File: src/rtl/lcd_text_nibble_encoder_macros.svh
// ----------------------------------------------------------------------------
// lcd_text_nibble_encoder_macros.svh
// Assertion macros shared by the text nibble encoder; empty under SYNTH.
// ----------------------------------------------------------------------------
`ifndef LCD_TEXT_NIBBLE_ENCODER_MACROS_SVH
`define LCD_TEXT_NIBBLE_ENCODER_MACROS_SVH

`ifndef SYNTH
// Check that a condition holds at every clock edge outside reset
`define LCDNIB_ASSERT(label, clk, rst_n, cond) \
    label: assert property (@(posedge clk) disable iff (!rst_n) (cond)) \
        else $error("lcdnib assertion failed");
// Check that a condition implies another one
`define LCDNIB_ASSERT_IMPL(label, clk, rst_n, ante, cons) \
    label: assert property (@(posedge clk) disable iff (!rst_n) (ante) |-> (cons)) \
        else $error("lcdnib implication failed");
`else
`define LCDNIB_ASSERT(label, clk, rst_n, cond)
`define LCDNIB_ASSERT_IMPL(label, clk, rst_n, ante, cons)
`endif

`endif

File: src/rtl/lcdnib_pkg.sv
// ----------------------------------------------------------------------------
// lcdnib_pkg
// Constants, types and the transfer formatter of the text nibble encoder.
// ----------------------------------------------------------------------------
package lcdnib_pkg;

    localparam int LINE_WIDTH_DEF = 16;
    localparam int MAX_RESULTS    = 18;
    localparam int MAX_PAD        = MAX_RESULTS - 2;
    localparam int PAD_W          = $clog2(MAX_PAD + 1);

    localparam int QUEUE_DEPTH    = 2;
    localparam int QPTR_W         = $clog2(QUEUE_DEPTH);

    // Port expander bits and display codes
    localparam logic [7:0] BIT_RS       = 8'h01;
    localparam logic [7:0] BIT_EN       = 8'h04;
    localparam logic [7:0] BIT_BL       = 8'h08;
    localparam logic [7:0] HI_MASK      = 8'hF0;
    localparam logic [7:0] LO_MASK      = 8'h0F;
    localparam logic [7:0] CMD_LINE2    = 8'hC0;
    localparam logic [7:0] CMD_HOME     = 8'h80;
    localparam logic [7:0] CHAR_NEWLINE = 8'h0A;
    localparam logic [7:0] CHAR_SPACE   = 8'h20;

    // One classified text item, as queued between front and back
    typedef struct packed {
        logic [7:0]       character;
        logic             is_newline;
        logic             eom;
        logic [PAD_W-1:0] pad;
    } cmd_t;

    // Four port bytes of one transfer
    typedef struct packed {
        logic [7:0] hi_strobe;
        logic [7:0] hi_latch;
        logic [7:0] lo_strobe;
        logic [7:0] lo_latch;
    } xfer_t;

    // Build the four port bytes for one code
    function automatic xfer_t make_xfer(input logic [7:0] code, input logic data,
                                        input logic bl);
        xfer_t      x;
        logic [7:0] side;
        logic [7:0] hi;
        logic [7:0] lo;
        side = (bl ? BIT_BL : 8'h00) | (data ? BIT_RS : 8'h00);
        hi   = code & HI_MASK;
        lo   = (code & LO_MASK) << 4;
        x.hi_strobe = hi | side | BIT_EN;
        x.hi_latch  = hi | side;
        x.lo_strobe = lo | side | BIT_EN;
        x.lo_latch  = lo | side;
        return x;
    endfunction

endpackage

File: src/rtl/lcdnib_front.sv
// ----------------------------------------------------------------------------
// lcdnib_front
// Accepts text items, tracks the column and computes newline padding.
// ----------------------------------------------------------------------------
module lcdnib_front #(
    parameter int LINE_WIDTH = lcdnib_pkg::LINE_WIDTH_DEF
) (
    input  logic              clk,
    input  logic              rst_n,
    input  logic              item_valid,
    output logic              item_stall,
    input  logic [7:0]        character,
    input  logic              end_of_message,
    input  logic              q_full,
    output logic              push,
    output lcdnib_pkg::cmd_t  push_cmd
);
    import lcdnib_pkg::*;

    localparam int COL_W = $clog2(LINE_WIDTH + 1);

    logic [COL_W-1:0] col_reg;
    logic [COL_W-1:0] col_next;
    logic             newline;
    logic             below_full;
    logic [COL_W:0]   room;

    // Hold off the source while the queue is full
    assign item_stall = q_full;
    assign push       = item_valid && !q_full;

    // Classify the item and size the padding
    always_comb
    begin
        newline    = (character == CHAR_NEWLINE);
        below_full = (col_reg < COL_W'(LINE_WIDTH));
        room       = below_full ? ((COL_W + 1)'(LINE_WIDTH) - {1'b0, col_reg})
                                : '0;
        push_cmd.character  = character;
        push_cmd.is_newline = newline;
        push_cmd.eom        = end_of_message;
        if (!newline)
            push_cmd.pad = '0;
        else if (room > (COL_W + 1)'(MAX_PAD))
            push_cmd.pad = PAD_W'(MAX_PAD);
        else
            push_cmd.pad = PAD_W'(room);
    end

    // Advance the column counter on each accepted beat; clear it at a newline or end of message
    always_comb
    begin
        col_next = col_reg;
        if (push)
        begin
            if (end_of_message || newline)
                col_next = '0;
            else if (below_full)
                col_next = col_reg + COL_W'(1);
        end
    end

    always_ff @(posedge clk or negedge rst_n)
    begin
        if (!rst_n)
            col_reg <= '0;
        else
            col_reg <= col_next;
    end

endmodule

File: src/rtl/lcdnib_queue.sv
// ----------------------------------------------------------------------------
// lcdnib_queue
// Short FIFO of classified items between the front and the back.
// ----------------------------------------------------------------------------
module lcdnib_queue (
    input  logic             clk,
    input  logic             rst_n,
    input  logic             push,
    input  lcdnib_pkg::cmd_t push_cmd,
    output logic             full,
    input  logic             pop,
    output logic             empty,
    output lcdnib_pkg::cmd_t head_cmd
);
    import lcdnib_pkg::*;

    cmd_t              slot_reg [QUEUE_DEPTH];
    logic [QPTR_W-1:0] wptr_reg;
    logic [QPTR_W-1:0] rptr_reg;
    logic [QPTR_W:0]   count_reg;
    logic [QPTR_W-1:0] wptr_next;
    logic [QPTR_W-1:0] rptr_next;
    logic [QPTR_W:0]   count_next;
    logic              do_push;
    logic              do_pop;

    assign full     = (count_reg == (QPTR_W + 1)'(QUEUE_DEPTH));
    assign empty    = (count_reg == '0);
    assign head_cmd = slot_reg[rptr_reg];
    assign do_push  = push && !full;
    assign do_pop   = pop && !empty;

    // Advance pointers and fill count
    always_comb
    begin
        wptr_next  = do_push ? wptr_reg + QPTR_W'(1) : wptr_reg;
        rptr_next  = do_pop ? rptr_reg + QPTR_W'(1) : rptr_reg;
        count_next = count_reg;
        if (do_push && !do_pop)
            count_next = count_reg + (QPTR_W + 1)'(1);
        else if (do_pop && !do_push)
            count_next = count_reg - (QPTR_W + 1)'(1);
    end

    always_ff @(posedge clk or negedge rst_n)
    begin
        if (!rst_n)
        begin
            wptr_reg  <= '0;
            rptr_reg  <= '0;
            count_reg <= '0;
        end
        else
        begin
            wptr_reg  <= wptr_next;
            rptr_reg  <= rptr_next;
            count_reg <= count_next;
        end
    end

    // Store the pushed beat
    always_ff @(posedge clk)
    begin
        if (do_push)
            slot_reg[wptr_reg] <= push_cmd;
    end

endmodule

File: src/rtl/lcdnib_back.sv
// ----------------------------------------------------------------------------
// lcdnib_back
// Expands each queued item into display transfers through an output register.
// ----------------------------------------------------------------------------
module lcdnib_back (
    input  logic             clk,
    input  logic             rst_n,
    input  logic             backlight,
    input  logic             q_empty,
    input  lcdnib_pkg::cmd_t head_cmd,
    output logic             pop,
    output logic             xfer_valid,
    input  logic             xfer_stall,
    output logic [7:0]       high_nibble_strobe,
    output logic [7:0]       high_nibble_latch,
    output logic [7:0]       low_nibble_strobe,
    output logic [7:0]       low_nibble_latch,
    output logic             is_data,
    output logic             last
);
    import lcdnib_pkg::*;

    typedef enum logic [3:0] {
        ST_IDLE = 4'b0001,
        ST_PAD  = 4'b0010,
        ST_MAIN = 4'b0100,
        ST_HOME = 4'b1000
    } back_state_t;

    back_state_t state_reg;
    back_state_t state_next;
    cmd_t        cmd_reg;
    cmd_t        cmd_next;
    logic        valid_reg;
    logic        valid_next;
    xfer_t       xfer_reg;
    logic        data_reg;
    logic        last_reg;
    logic        can_load;
    logic        load;
    logic [7:0]  code;
    logic        code_data;
    logic        code_last;

    assign can_load = !valid_reg || !xfer_stall;

    // Sequence padding, main transfer and home command
    always_comb
    begin
        state_next = state_reg;
        cmd_next   = cmd_reg;
        pop        = 1'b0;
        load       = 1'b0;
        code       = CHAR_SPACE;
        code_data  = 1'b1;
        code_last  = 1'b0;
        case (state_reg)
            ST_IDLE:
            begin
                if (!q_empty)
                begin
                    pop        = 1'b1;
                    cmd_next   = head_cmd;
                    state_next = (head_cmd.pad != '0) ? ST_PAD : ST_MAIN;
                end
            end
            ST_PAD:
            begin
                if (can_load)
                begin
                    load         = 1'b1;
                    cmd_next.pad = cmd_reg.pad - PAD_W'(1);
                    if (cmd_reg.pad == PAD_W'(1))
                        state_next = ST_MAIN;
                end
            end
            ST_MAIN:
            begin
                if (can_load)
                begin
                    load       = 1'b1;
                    code       = cmd_reg.is_newline ? CMD_LINE2 : cmd_reg.character;
                    code_data  = !cmd_reg.is_newline;
                    code_last  = !cmd_reg.eom;
                    state_next = cmd_reg.eom ? ST_HOME : ST_IDLE;
                end
            end
            ST_HOME:
            begin
                if (can_load)
                begin
                    load       = 1'b1;
                    code       = CMD_HOME;
                    code_data  = 1'b0;
                    code_last  = 1'b1;
                    state_next = ST_IDLE;
                end
            end
            default:
            begin
                state_next = ST_IDLE;
            end
        endcase
    end

    // Hold the output beat until the sink takes it
    always_comb
    begin
        if (load)
            valid_next = 1'b1;
        else if (!xfer_stall)
            valid_next = 1'b0;
        else
            valid_next = valid_reg;
    end

    always_ff @(posedge clk or negedge rst_n)
    begin
        if (!rst_n)
        begin
            state_reg <= ST_IDLE;
            valid_reg <= 1'b0;
        end
        else
        begin
            state_reg <= state_next;
            valid_reg <= valid_next;
        end
    end

    // Payload registers
    always_ff @(posedge clk)
    begin
        cmd_reg <= cmd_next;
        if (load)
        begin
            xfer_reg <= make_xfer(code, code_data, backlight);
            data_reg <= code_data;
            last_reg <= code_last;
        end
    end

    assign xfer_valid         = valid_reg;
    assign high_nibble_strobe = xfer_reg.hi_strobe;
    assign high_nibble_latch  = xfer_reg.hi_latch;
    assign low_nibble_strobe  = xfer_reg.lo_strobe;
    assign low_nibble_latch   = xfer_reg.lo_latch;
    assign is_data            = data_reg;
    assign last               = last_reg;

endmodule

File: src/rtl/lcd_text_nibble_encoder.sv
// ----------------------------------------------------------------------------
// lcd_text_nibble_encoder
// Text to 4-bit character display transfer encoder.
// ----------------------------------------------------------------------------
// Usage:
//   Item channel (item_valid/item_stall): one text byte and an end-of-message
//   flag per beat. A newline pads the line with spaces to LINE_WIDTH columns
//   and sends the second-line command; end of message adds the home command.
//   Transfer channel (xfer_valid/xfer_stall): one beat per display transfer,
//   four port bytes plus is_data and last; last marks the final transfer of
//   an item. Config channel (cfg_valid/cfg_ready/cfg_data): backlight bit,
//   always ready; write it only while the block is idle.
//   An item beat is written into the queue, then popped by the back sequencer
//   into its command register; transfers leave through the output register.
//   The back takes a new item only once the last transfer of the one before
//   is loaded. An item gives 1 to 18 transfers at the default width, and a newline pads at most MAX_PAD spaces.
//   A two-entry queue lets the front keep taking items while the back works.
//   Reset clears the column counter, the queue and the output beat, and sets
//   the backlight bit. When the sink stalls, the output beat holds, the back
//   waits, and once the queue fills item_stall rises.
// ----------------------------------------------------------------------------
`include "lcd_text_nibble_encoder_macros.svh"

module lcd_text_nibble_encoder #(
    parameter int LINE_WIDTH = lcdnib_pkg::LINE_WIDTH_DEF
) (
    input  logic       clk,
    input  logic       rst_n,
    input  logic       item_valid,
    output logic       item_stall,
    input  logic [7:0] character,
    input  logic       end_of_message,
    output logic       xfer_valid,
    input  logic       xfer_stall,
    output logic [7:0] high_nibble_strobe,
    output logic [7:0] high_nibble_latch,
    output logic [7:0] low_nibble_strobe,
    output logic [7:0] low_nibble_latch,
    output logic       is_data,
    output logic       last,
    input  logic       cfg_valid,
    output logic       cfg_ready,
    input  logic       cfg_data
);
    import lcdnib_pkg::*;

    logic backlight_reg;
    logic q_full;
    logic q_empty;
    logic push;
    logic pop;
    cmd_t push_cmd;
    cmd_t head_cmd;

    // Backlight register, written on each config beat
    assign cfg_ready = 1'b1;

    always_ff @(posedge clk or negedge rst_n)
    begin
        if (!rst_n)
            backlight_reg <= 1'b1;
        else if (cfg_valid && cfg_ready)
            backlight_reg <= cfg_data;
    end

    lcdnib_front #(
        .LINE_WIDTH (LINE_WIDTH)
    ) u_front (
        .clk            (clk),
        .rst_n          (rst_n),
        .item_valid     (item_valid),
        .item_stall     (item_stall),
        .character      (character),
        .end_of_message (end_of_message),
        .q_full         (q_full),
        .push           (push),
        .push_cmd       (push_cmd)
    );

    lcdnib_queue u_queue (
        .clk      (clk),
        .rst_n    (rst_n),
        .push     (push),
        .push_cmd (push_cmd),
        .full     (q_full),
        .pop      (pop),
        .empty    (q_empty),
        .head_cmd (head_cmd)
    );

    lcdnib_back u_back (
        .clk                (clk),
        .rst_n              (rst_n),
        .backlight          (backlight_reg),
        .q_empty            (q_empty),
        .head_cmd           (head_cmd),
        .pop                (pop),
        .xfer_valid         (xfer_valid),
        .xfer_stall         (xfer_stall),
        .high_nibble_strobe (high_nibble_strobe),
        .high_nibble_latch  (high_nibble_latch),
        .low_nibble_strobe  (low_nibble_strobe),
        .low_nibble_latch   (low_nibble_latch),
        .is_data            (is_data),
        .last               (last)
    );

    // Strobe and latch bytes differ only in the enable bit
    `LCDNIB_ASSERT_IMPL(a_hi_enable_only, clk, rst_n, xfer_valid, (high_nibble_strobe ^ high_nibble_latch) == BIT_EN)
    `LCDNIB_ASSERT_IMPL(a_lo_enable_only, clk, rst_n, xfer_valid, (low_nibble_strobe ^ low_nibble_latch) == BIT_EN)
    // Register select follows the data flag; commands have the top bit set and a zero low nibble
    `LCDNIB_ASSERT_IMPL(a_rs_matches, clk, rst_n, xfer_valid, high_nibble_latch[0] == is_data && low_nibble_latch[0] == is_data)
    `LCDNIB_ASSERT_IMPL(a_cmd_code, clk, rst_n, xfer_valid && !is_data, high_nibble_latch[7] == 1'b1 && low_nibble_latch[7:4] == 4'h0)

endmodule
File: config.mk
export PLATFORM = sky130hd
export DESIGN_NAME = lcd_text_nibble_encoder
export DESIGN_NICKNAME = d
export VERILOG_FILES = /design/src/rtl/lcdnib_pkg.sv /design/src/rtl/lcdnib_front.sv /design/src/rtl/lcdnib_queue.sv /design/src/rtl/lcdnib_back.sv /design/src/rtl/lcd_text_nibble_encoder.sv
export VERILOG_INCLUDE_DIRS = /design/src /design/src/rtl
export SDC_FILE = /design/constraint.sdc
export NUM_CORES = 1
export LEC_CHECK = 0
export ABC_AREA = 1
export BUFFER_PORTS_ARGS = -buffer_cell sky130_fd_sc_hd__buf_2
export CAP_MARGIN = 15
export CORE_ASPECT_RATIO = 0.7
export CORE_MARGIN = 5
export CORE_UTILIZATION = 55
export CTS_CLUSTER_DIAMETER = 120
export CTS_CLUSTER_SIZE = 24
export DETAILED_ROUTE_END_ITERATION = 12
export PLACE_DENSITY = 0.75
export SLEW_MARGIN = 20
export SYNTH_ARGS = -nofsm -noshare
export SYNTH_HDL_FRONTEND = slang
export SYNTH_HIERARCHICAL = 1
export SYNTH_SLANG_ARGS = --single-unit
File: constraint.sdc
create_clock -name clk -period 3.9 [get_ports clk]
set_clock_uncertainty 0.05 [all_clocks]
set_input_delay 0.195 -clock clk [delete_from_list [all_inputs] [get_ports clk]]
set_output_delay 0.195 -clock clk [all_outputs]
set_load 0.005 [all_outputs]
==> results.md <==
- Achievable Freq: 483 MHz
- Drt initial violations: 157
- Synth cell count leaders: nand2_1, edfxtp_1, buf_4, inv_1, nor2_1
- Max VDD drop: between 300 and 400 uV
- # DRC: 0
- DR vias/cell: 4.79
- # diodes: 0
- Worst Path Required: 4.08 ns
- Pleak: 1.78 nW
- Most frequent cell after synthesis: nand2_1
- Synth top area cells: edfxtp_1, nand2_1, dfrtp_1
- Vias in the first global route: 2159
- Initial core utilization: 0.566
- Clk_lat worst skew: around 0.34 ns
- Worst path arrival time: approximately 2.3 ns
- Share of the synthesized area in the top cell type: 0.476
- # resized after CTS: 0
- Die width: around 110 um
- Total power: 2.86 mW
- Clock slew at reported path FFs: roughly 0.07 ns
- Post-Synthesis Cells: 360
- Syn. warnings: 6
- Final Hold Vio Count: 0
- Worst min path class: in2reg
- Routed vias: around 2300
- Antenna violations before repair: 0
- Status: complete, no violations
- Largest net degree at the start of global routing: 18
- Pins Over Slew Limit: 0
- GRT Util Overall: 0.158
- Share of cells above drive strength 1: 0.205
- Post-route setup slack: 1.83 ns
- RSZ-0062 raised after global routing: no
- CP Capture Type: flip-flop
- WL final: approximately 6 mm
- WHS Path Cells: 3
- Post-route ant nets: 0
- Hold Path Origin: cfg_valid
- Final period util: 0.531
- Global-route wire length before repair: 10.0 mm
- H-tree levels: 3
- Post-synthesis sequential area ratio: 0.582
- Clock tree sinks: 71
- Total Neg Setup Slack: 0 ns
- Yosys cell types: 31
- CTS tree: built
- Placed Cells incl. Taps: 448
- Critical path class: reg2reg
- Ports: between 50 and 60
- Setup violators final: 0
- Avg Cell Area, Syn: 9.82 um^2
- DP Worst Slack: roughly 1.8 ns
- Number of flip-flops in the largest register: 30
- Post-synth EDFFs: 56
- Routed WL per cell: 12.7 um
- DR pass1 iterations: 4
- Final core utilization: 0.618
- Max-cap violations: 0
- GPL Wtd Cong: roughly 0.86
- NumNets Final: 412
- Max Root-Sink Buffers: 2
- Root Buffer: clkbuf_8
- Cell taking the most area after synthesis: edfxtp_1
- Port Buffers: between 40 and 50
- Cts hold-fix bufs: 8
- HPWL Detailed: 4.30 mm
- Layout fillers: 508
- Critical Path Start Type: flip-flop
- Placeable Area: about 6200 um^2
- Finished Layout Cells: roughly 470
- Global route overflow: 0
- Reg-to-reg setup timing slack: 1.83 ns
- Worst reg2reg path depth: 11
- Max FO, Critical Path: 12
- Reg-to-Reg Start: u_back/state_reg[0]$_DFFE_PN1P_
- Crit Reg-Reg Endpoint: u_queue/count_reg[1]$_DFFE_PN0P_
- Area of the multi-input gates: 1040 um^2
- Setup bufs post-CTS: 0
- Pwr dens: 740 nW/um^2
- CTS buffer count: 9
- Ys async rst share: 0.211
- Fin crit period: 2.07 ns
- Slew margin rel.: 0.619
- Hold path endpoint: backlight_reg$_DFFE_PN1P_
- FP Rows: 24
- DIE HEIGHT: 77.1 um
- Synth Cell Area: ~3500 um^2
- Top_reg_cell synth: edfxtp_1
- Synth-to-layout area growth: 9.16%
- Die area: a little over 8000 um^2
- Worst-Margin Slew: 0.571 ns
- Sequential Area: 2060 um^2
- Post-synthesis register bit count: 71
[logic make-up (layout without fill, tap and decap cells)]
group,Yosys count,count (layout),synth area share
buffers and inverters,80,110,0.130
flip-flops,71,71,0.582
adder cells (fa/ha/maj),6,6,0.0212
AO/OA/AOI/OAI,21,21,0.0311
XOR/XNOR,6,6,0.0149
AND/OR/NAND/NOR,173,173,0.217
other,3,9,0.00318
[routing by layer]
| layer | GRT usage | share of wire | up-vias | wire [um] |
|---|---|---|---|---|
| met5 | 0 | 0 | - | 0 |
| met4 | 0.0388 | 0.0067 | 0 | 40 |
| met3 | 0.0671 | 0.073 | 4 | 439 |
| met2 | 0.237 | 0.45 | 68 | 2670 |
| met1 | 0.214 | 0.47 | 1021 | 2850 |
| li1 | - | - | 1177 | - |
[metrics by stage]
step | cell area [um^2] | hold slack, ns
5_1_grt | 3860 | 0.0126
6_report | 3860 | 0.0129
3_5_place_dp | 3570 | 0.0865
3_3_place_gp | 3570 | 0.0850
2_1_floorplan | 3560 | -0.151
4_1_cts | 3840 | 0.00154
[critical path, cell delays in order, from the launching register on]
cell     delay, ns
dfstp_2       0.56
inv_1         0.04
nor2_1        0.13
nand2_1       0.13
nor2_1        0.11
buf_4         0.20
o21ai_0       0.15
ha_1          0.33
inv_1         0.08
nand3_1       0.07
nand2_1       0.06
nand2_1       0.04
[final cells by class]
cell class	count	area share
clock buffers	9	0.0321
clock inverters	7	0.0165
flip-flops and latches	71	0.534
repair buffers	54	0.0843
multi-input cells	215	0.269
well taps	78	0.0253
inverters	40	0.0389
[cell usage in the layout (no fill, tap or decap)]
cell,n
ha_1,6
nor4_2,1
clkinv_2,2
inv_1,35
nand3_4,1
nand4_1,2
clkinv_4,1
nand3b_1,1
clkbuf_8,9
o22ai_1,1
nand3_2,3
nand3_1,16
xor2_1,3
nand2_1,103
o21ai_2,1
a21oi_1,4
o21ai_1,4
inv_2,4
edfxtp_1,56
bufinv_16,1
nor3b_1,1
nor2_2,5
conb_1,9
clkinv_1,3
o21ai_0,11
buf_4,2
nor2_4,3
or2_1,1
xnor2_1,3
clkinvlp_4,1
nand2_2,3
nor2_1,33
buf_2,42
dfrtp_1,13
dlygate4sd3_1,10
dfstp_2,2
[power by group]
| group | leakage, nW | switching [mW] | internal (mW) |
|---|---|---|---|
| registers | 0.712 | 0.146 | 1.15 |
| logic | 0.972 | 0.652 | 0.354 |
| clock network | 0.0941 | 0.262 | 0.289 |
| total | 1.78 | 1.06 | 1.80 |
[worst max-delay path by stage]
| stage | endpoint | startpoint | depth (start not counted) |
|---|---|---|---|
| after floorplan | u_queue/count_reg[1]$_DFFE_PN0P_ | u_back/state_reg[0]$_DFFE_PN1P_ | 10 |
| after global placement | u_queue/count_reg[1]$_DFFE_PN0P_ | u_back/state_reg[0]$_DFFE_PN1P_ | 11 |
| after detailed placement | u_queue/count_reg[1]$_DFFE_PN0P_ | u_back/state_reg[0]$_DFFE_PN1P_ | 11 |
| after CTS | u_queue/count_reg[1]$_DFFE_PN0P_ | u_back/state_reg[0]$_DFFE_PN1P_ | 11 |
| after global routing | u_queue/count_reg[1]$_DFFE_PN0P_ | u_back/state_reg[0]$_DFFE_PN1P_ | 11 |
| final | u_queue/count_reg[1]$_DFFE_PN0P_ | u_back/state_reg[0]$_DFFE_PN1P_ | 11 |
Note: power is estimated with default switching activity, not from simulation.
